$ cat src/rtl/checkerboard_fill_interpolation_defines.svh
// Assertion macros used by the RTL.
`ifndef CHECKERBOARD_FILL_INTERPOLATION_DEFINES_SVH
`define CHECKERBOARD_FILL_INTERPOLATION_DEFINES_SVH

// Same-cycle implication, disabled during reset.
`define CBFI_ASSERT_NOW(label, clk, rst, ante, cons, msg) \
  label: assert property (@(posedge clk) disable iff (rst) (ante) |-> (cons)) else $error(msg);

// Next-cycle implication, disabled during reset.
`define CBFI_ASSERT_NEXT(label, clk, rst, ante, cons, msg) \
  label: assert property (@(posedge clk) disable iff (rst) (ante) |=> (cons)) else $error(msg);

`endif

$ cat src/rtl/cbfi_pkg.sv
package cbfi_pkg;

  localparam int MAX_WIDTH_DEF  = 512;
  localparam int MAX_HEIGHT_DEF = 512;

  localparam int CHAN_W  = 8;
  localparam int PIX_W   = 3 * CHAN_W;
  localparam int POS_W   = 9;
  localparam int COORD_W = POS_W + 1;
  localparam int DIM_W   = 13;
  localparam int CFG_W   = 10;
  localparam int SUM_W   = CHAN_W + 2;
  localparam int CNT_W   = 3;

  localparam logic [CFG_W-1:0] DIM_RESET = CFG_W'(512);

  localparam logic REG_WIDTH  = 1'b0;
  localparam logic REG_HEIGHT = 1'b1;

  localparam logic OP_WRITE = 1'b0;
  localparam logic OP_READ  = 1'b1;

  localparam int RECIP_3     = 683;
  localparam int RECIP_SHIFT = 11;
  localparam int PROD_W      = SUM_W + RECIP_SHIFT;

  typedef struct packed {
    logic             clear;
    logic             add;
    logic [CNT_W-1:0] divisor;
  } acc_ctrl_t;

  function automatic logic [CHAN_W-1:0] div_count(input logic [SUM_W-1:0] s,
                                                  input logic [CNT_W-1:0] n);
    logic [PROD_W-1:0] prod;
    logic [CHAN_W-1:0] q;
    prod = PROD_W'(s) * PROD_W'(RECIP_3);
    unique case (n)
      CNT_W'(4): q = s[SUM_W-1:2];
      CNT_W'(3): q = prod[RECIP_SHIFT +: CHAN_W];
      CNT_W'(2): q = s[CHAN_W:1];
      default:   q = s[CHAN_W-1:0];
    endcase
    return q;
  endfunction

endpackage

$ cat src/rtl/cbfi_avg.sv
module cbfi_avg (
  input  logic                       clk,
  input  cbfi_pkg::acc_ctrl_t        ctrl,
  input  logic [cbfi_pkg::PIX_W-1:0] sample,
  output logic [cbfi_pkg::PIX_W-1:0] result
);

  localparam int CW = cbfi_pkg::CHAN_W;
  localparam int SW = cbfi_pkg::SUM_W;

  logic [SW-1:0] sum_r;
  logic [SW-1:0] sum_g;
  logic [SW-1:0] sum_b;

  always_ff @(posedge clk) begin
    if (ctrl.clear) begin
      sum_r <= '0;
      sum_g <= '0;
      sum_b <= '0;
    end else if (ctrl.add) begin
      sum_r <= sum_r + SW'(sample[2*CW +: CW]);
      sum_g <= sum_g + SW'(sample[CW +: CW]);
      sum_b <= sum_b + SW'(sample[0 +: CW]);
    end
  end

  assign result = {cbfi_pkg::div_count(sum_r, ctrl.divisor),
                   cbfi_pkg::div_count(sum_g, ctrl.divisor),
                   cbfi_pkg::div_count(sum_b, ctrl.divisor)};

endmodule

$ cat config.mk
export PLATFORM = sky130hd
export DESIGN_NAME = cbfi_avg
export DESIGN_NICKNAME = d
export VERILOG_FILES = /design/src/rtl/checkerboard_fill_interpolation_defines.svh /design/src/rtl/cbfi_pkg.sv /design/src/rtl/cbfi_avg.sv
export SDC_FILE = /design/constraint.sdc
export NUM_CORES = 1
export LEC_CHECK = 0
export BUFFER_PORTS_ARGS = -buffer_cell sky130_fd_sc_hd__buf_2
export CAP_MARGIN = 20
export CORE_ASPECT_RATIO = 0.5
export CORE_MARGIN = 1.5
export CORE_UTILIZATION = 50
export CTS_BUF_LIST = sky130_fd_sc_hd__clkbuf_8
export DETAILED_ROUTE_END_ITERATION = 16
export GPL_TIMING_DRIVEN = 0
export PLACE_DENSITY = 0.71
export SETUP_SLACK_MARGIN = 0.3
export SLEW_MARGIN = 20
export SYNTH_ARGS = -nofsm -noshare
export SYNTH_HDL_FRONTEND = slang
export SYNTH_SLANG_ARGS = --single-unit
$ cat constraint.sdc
create_clock -name clk -period 5.8 [get_ports clk]
set_clock_uncertainty 0.2 [all_clocks]
set_input_delay 1.16 -clock clk [delete_from_list [all_inputs] [get_ports clk]]
set_output_delay 1.16 -clock clk [all_outputs]
set_load 0.005 [all_outputs]
Word-level counts from Yosys, hierarchy flattened:

Cells that the tools add are included.

* add/sub/neg operators: 3
* $mul: 3
* div/mod/pow operators: 0
* magnitude comparators: 0
* eq/ne operators: 3
* shift operators: 0
* muxes and demuxes: 3
* bitwise gates (word level): 0
* reductions and logical operators: 0

Operators with widths (number)
* case mux 8 bit (3 select lines): 3
* multiplier 10 x 10 -> 19 bit (second input constant): 3
* adder 10 x 8 -> 10 bit: 3
* equality test 3 x 2 -> 1 bit (second input constant): 2
* equality test 3 bit (second input constant): 1

* flip-flop bits (word level): 30
* bits in latches: 0
* memory bits (writable): 0
* bits in read-only memories: 0
* bits of input ports: 30
* output and inout bits: 24
* logic and storage cells: 15
* memories: 0

Logic depth before layout (Yosys ltp):

* depth in word-level cells: 2
* mapped depth: 17
* gate-level depth less buffers: 17

Least setup slack after synthesis:

No wires, ideal clock.

* path kind: register -> output
* from: reg sum_g[7]
* to: out result[15] (netlist bit)
* data arrival time: 4420 ps
* required time: 4440 ps
* setup slack: 20 ps
* cell stages (with the launch flop): 17
* path buffers: 0
* cell sequence: dfxtp_1 ha_1 ha_1 inv_1 fa_1 inv_1 fa_1 inv_1 fa_1 inv_1 ha_1 a2111o_1 o21ai_0 a31oi_1 a221oi_1 xor2_1 o221a_2

* cells in the longest elaborated chain, start to end: 2

RTL lines
* from (decl): RTL line cbfi_avg.sv:12 `logic [SW-1:0] sum_g;`
* from (signal assigned): RTL line cbfi_avg.sv:22 `sum_g <= sum_g + SW'(sample[CW +: CW]);`
* multiplier 10 x 10 -> 19 bit: RTL line cbfi_pkg.sv:37 `prod = PROD_W'(s) * PROD_W'(RECIP_3);`
* case mux 8 bit (3 select lines) *: RTL line cbfi_pkg.sv:38 `unique case (n)`
* to (decl): RTL line cbfi_avg.sv:5 `output logic [cbfi_pkg::PIX_W-1:0] result`

Mark *: on every way between the ends. The rest lies on a longest branch, timed or not.

Worst setup path in the final report:

* from: reg sum_g[5]
* to: out result[15] (netlist bit)

* cells in the longest elaborated chain, start to end: 2

RTL lines (RTL line)
* multiplier 10 x 10 -> 19 bit: cbfi_pkg.sv:37
* case mux 8 bit (3 select lines): cbfi_pkg.sv:38

Every way passes these cells.

==> flow_summary.ini <==
[clocking]
clk_pin_slew_worst_paths_ns = 0.08
htreeDepth = 2
cts_tree = done
cts_inserted_buffers = 5
cts_buffer_depth = 2
numClockSinks = 30
clk_latency_ns = 0.30
clock-root-buffer = clkbuf_8

[pwr]
total_leakage_power_nw = 4.92
internal_power_mw = 1.81
clkPwrFrac_pct = 6.0
seqPwrFrac_pct = 8.7
p_sw_share_pct = 50.1
p_total_mw = 3.63
max-vdd-ir-drop_v = 0.000284
combinationalPowerShare_pct = 85.3
powerDensity_nw_per_um2 = 352
p_switching_mw = 1.82

[final_layout]
n_antenna_cell = 0
final_cell_mix = ha_1, inv_1, fa_1, buf_2, buf_4
nets = 1310
final_cells = 1215
layout_commonest_cell = ha_1
drive_above_1_share_pct = 31.6
areaGrowthSynthToFinish_pct = 34.2

[synthesis]
synth.distinct_cells = 54
yosysWarnings = 0
syn-instance-count = 885
synth_area_per_cell_um2 = 8.68
netlist_area_um2 = 7690
synth_seq_cells = 30
synth_nets = 1179
synth_top_flop_cell = dfxtp_1
synth_edf_count = 0
async_flop_share_pct = 0
yosysSeqAreaShare_pct = 7.81

[routing]
antenna_left = 0
vias = 7273
drcViolationCount = 0
wl_um = 24200
firstDrtPassIters = 5
vias_per_cell = 5.99
wl_per_cell_um = 19.9
drt_iter0_drc = 573

[timing]
worst_slew_margin_rel_pct = 35.0
finalSetupTns_ns = -2.18
finalSetupViolCount = 20
fmax_ghz = 0.165
maxSlewViolCount = 0
tightest_slew_ns = 0.975
post-route-period-util_pct = 104
rsz0062_at_grt = yes
setup_ws_ns = -0.254
hold_violations = 0
period_minus_slack_ns = 6.05

[global_route]
grt_max_degree = 11
grt-ovfl-total = 0
antenna_found_initial = 1
grt_pass1_wl_um = 36800
track_usage_pct = 29.2
first_global_vias = 7202

[worst_setup_path]
max_stage_delay_ns = 0.50
path_cells = buf_4 > ha_2 > ha_1 > ha_1 > inv_1 > fa_1 > inv_1 > fa_1 > ha_1 > a2111o_1 > o21ai_4 > a31oi_4 > a221oi_2 > xor2_1 > o221a_2 > buf_2
crit_path_start_kind = flip-flop
endpoint_kind = output pin
arrival_ns = 4.69
slowest_stage = fa_1
cp_max_fo = 7
worst_r2r_path_depth = 9
crit_type = flip-flop to output pin
crit_top_cell = ha_1
critPathRequiredTime_ns = 4.44

[die]
start_util_pct = 52.1
ioPinCount = 54
chipHeight_um = 90.7
fp.dieW_um = 178
fp.dieArea_um2 = 16200
coreArea_um2 = 14700
fp-row-count = 31

[place]
gp_congestion = 0.906
hpwl_um = 16700
placed_cells = 1134
port_buffers = 51
post-place-ws_ns = -0.368

[run]
maxCapViolations = 0

[status]
violations = negative setup slack
outcome = finished, violations left

[min_path]
hold_path_class = flip-flop to flip-flop
holdPathStages = 2
[power groups by stage]
stage	Sequential, mW	Combinational [mW]	Clock (mW)
after floorplan	0.301	1.49	0
after global placement	0.342	1.91	0
after detailed placement	0.342	1.96	0
after CTS	0.308	2.69	0.218
after global routing	0.317	3.39	0.228
final	0.315	3.09	0.219
[worst max-delay path, delay by kind of cell (launching register included)]
family	cells	cell delay [ns]
fa+ha+maj	6	2.09
compound gates	5	1.34
buf+inv	4	0.40
flops	1	0.37
xor+xnor	1	0.20
[cell type report]
class	count	area (um^2)
clock buffer	5	68.8
tap	198	248
timing repair buffer	124	898
inverter	145	547
sequential	30	698
buffer	22	82.6
multi-input combinational	688	7730
clock inverter	3	40.0
fill	1118	4430
[final timing paths]
kind / startpoint / end / slack (ns)
max reg2reg: sum_b[2] / sum_b[9] / 2.83
min: sum_g[1] / sum_g[1] / 0.37
max: sum_g[5] / result[15] / -0.25
min reg2reg: sum_g[1] / sum_g[1] / 0.37
[state kept, by name, indices dropped and copies added (netlist names)]
register and cells:
sum_b 10, sum_g 10, sum_r 10
[metal layers]
metal / share of wire, % / track usage [%] / vias to the layer above
met5: 0.054 / 0 / -
met4: 2.0 / 6.60 / 2
met3: 6.6 / 5.43 / 49
met2: 48 / 49.6 / 249
met1: 43 / 38.4 / 3576
li1: - / - / 3397
[per-stage QoR]
step                util [%]  hold slack [ns]  area [um^2]
CTS                     66.8            0.354         9850
detailed placement      56.9            0.358         8390
global placement        56.9            0.351         8390
finish                  70.0            0.371        10300
floorplan                  -            0.307         7890
global route            70.0            0.403        10300
[synth_stat cells (all sizes together), types with 3 or more instances]
master,instances,area [um^2]
a2111oi,3,26.3
a211oi,10,75.1
a21boi,3,22.5
a21o,12,90.1
a21oi,48,244
a22o,10,87.6
a22oi,6,45.0
a311oi,3,26.3
a31o,4,35.0
and3,5,31.3
and4,4,35.0
clkbuf,20,75.1
dfxtp,30,601
fa,66,1320
ha,198,2480
inv,143,537
mux2i,14,140
nand2,34,128
nand2b,4,25.0
nand3,16,80.1
nand4,6,37.5
nor2,49,184
nor2b,15,93.8
nor3,20,100
o21a,13,97.6
o21ai,45,225
o221ai,15,131
o311ai,5,43.8
o31ai,9,67.6
or2,4,25.0
or3,6,37.5
xnor2,29,254
xor2,6,52.6
[kinds of logic (layout without fill, tap and decap cells)]
group | Yosys count | count (layout) | share of synthesized area (%)
flops | 30 | 30 | 7.81
buf+inv | 167 | 299 | 8.16
mux | 16 | 16 | 2.12
xor+xnor | 35 | 35 | 3.99
fa+ha+maj | 264 | 264 | 49.4
simple gates | 170 | 170 | 10.7
compound gates | 203 | 203 | 17.8
[what timing repair did]
item                                    CTS  global route
pin swaps                                83            45
buffers inserted                         62            11
endpoints found under the setup margin   24            24
gates resized for setup                 166            64
hold buffers                              0             0
Note: power is estimated with default switching activity, not from simulation.
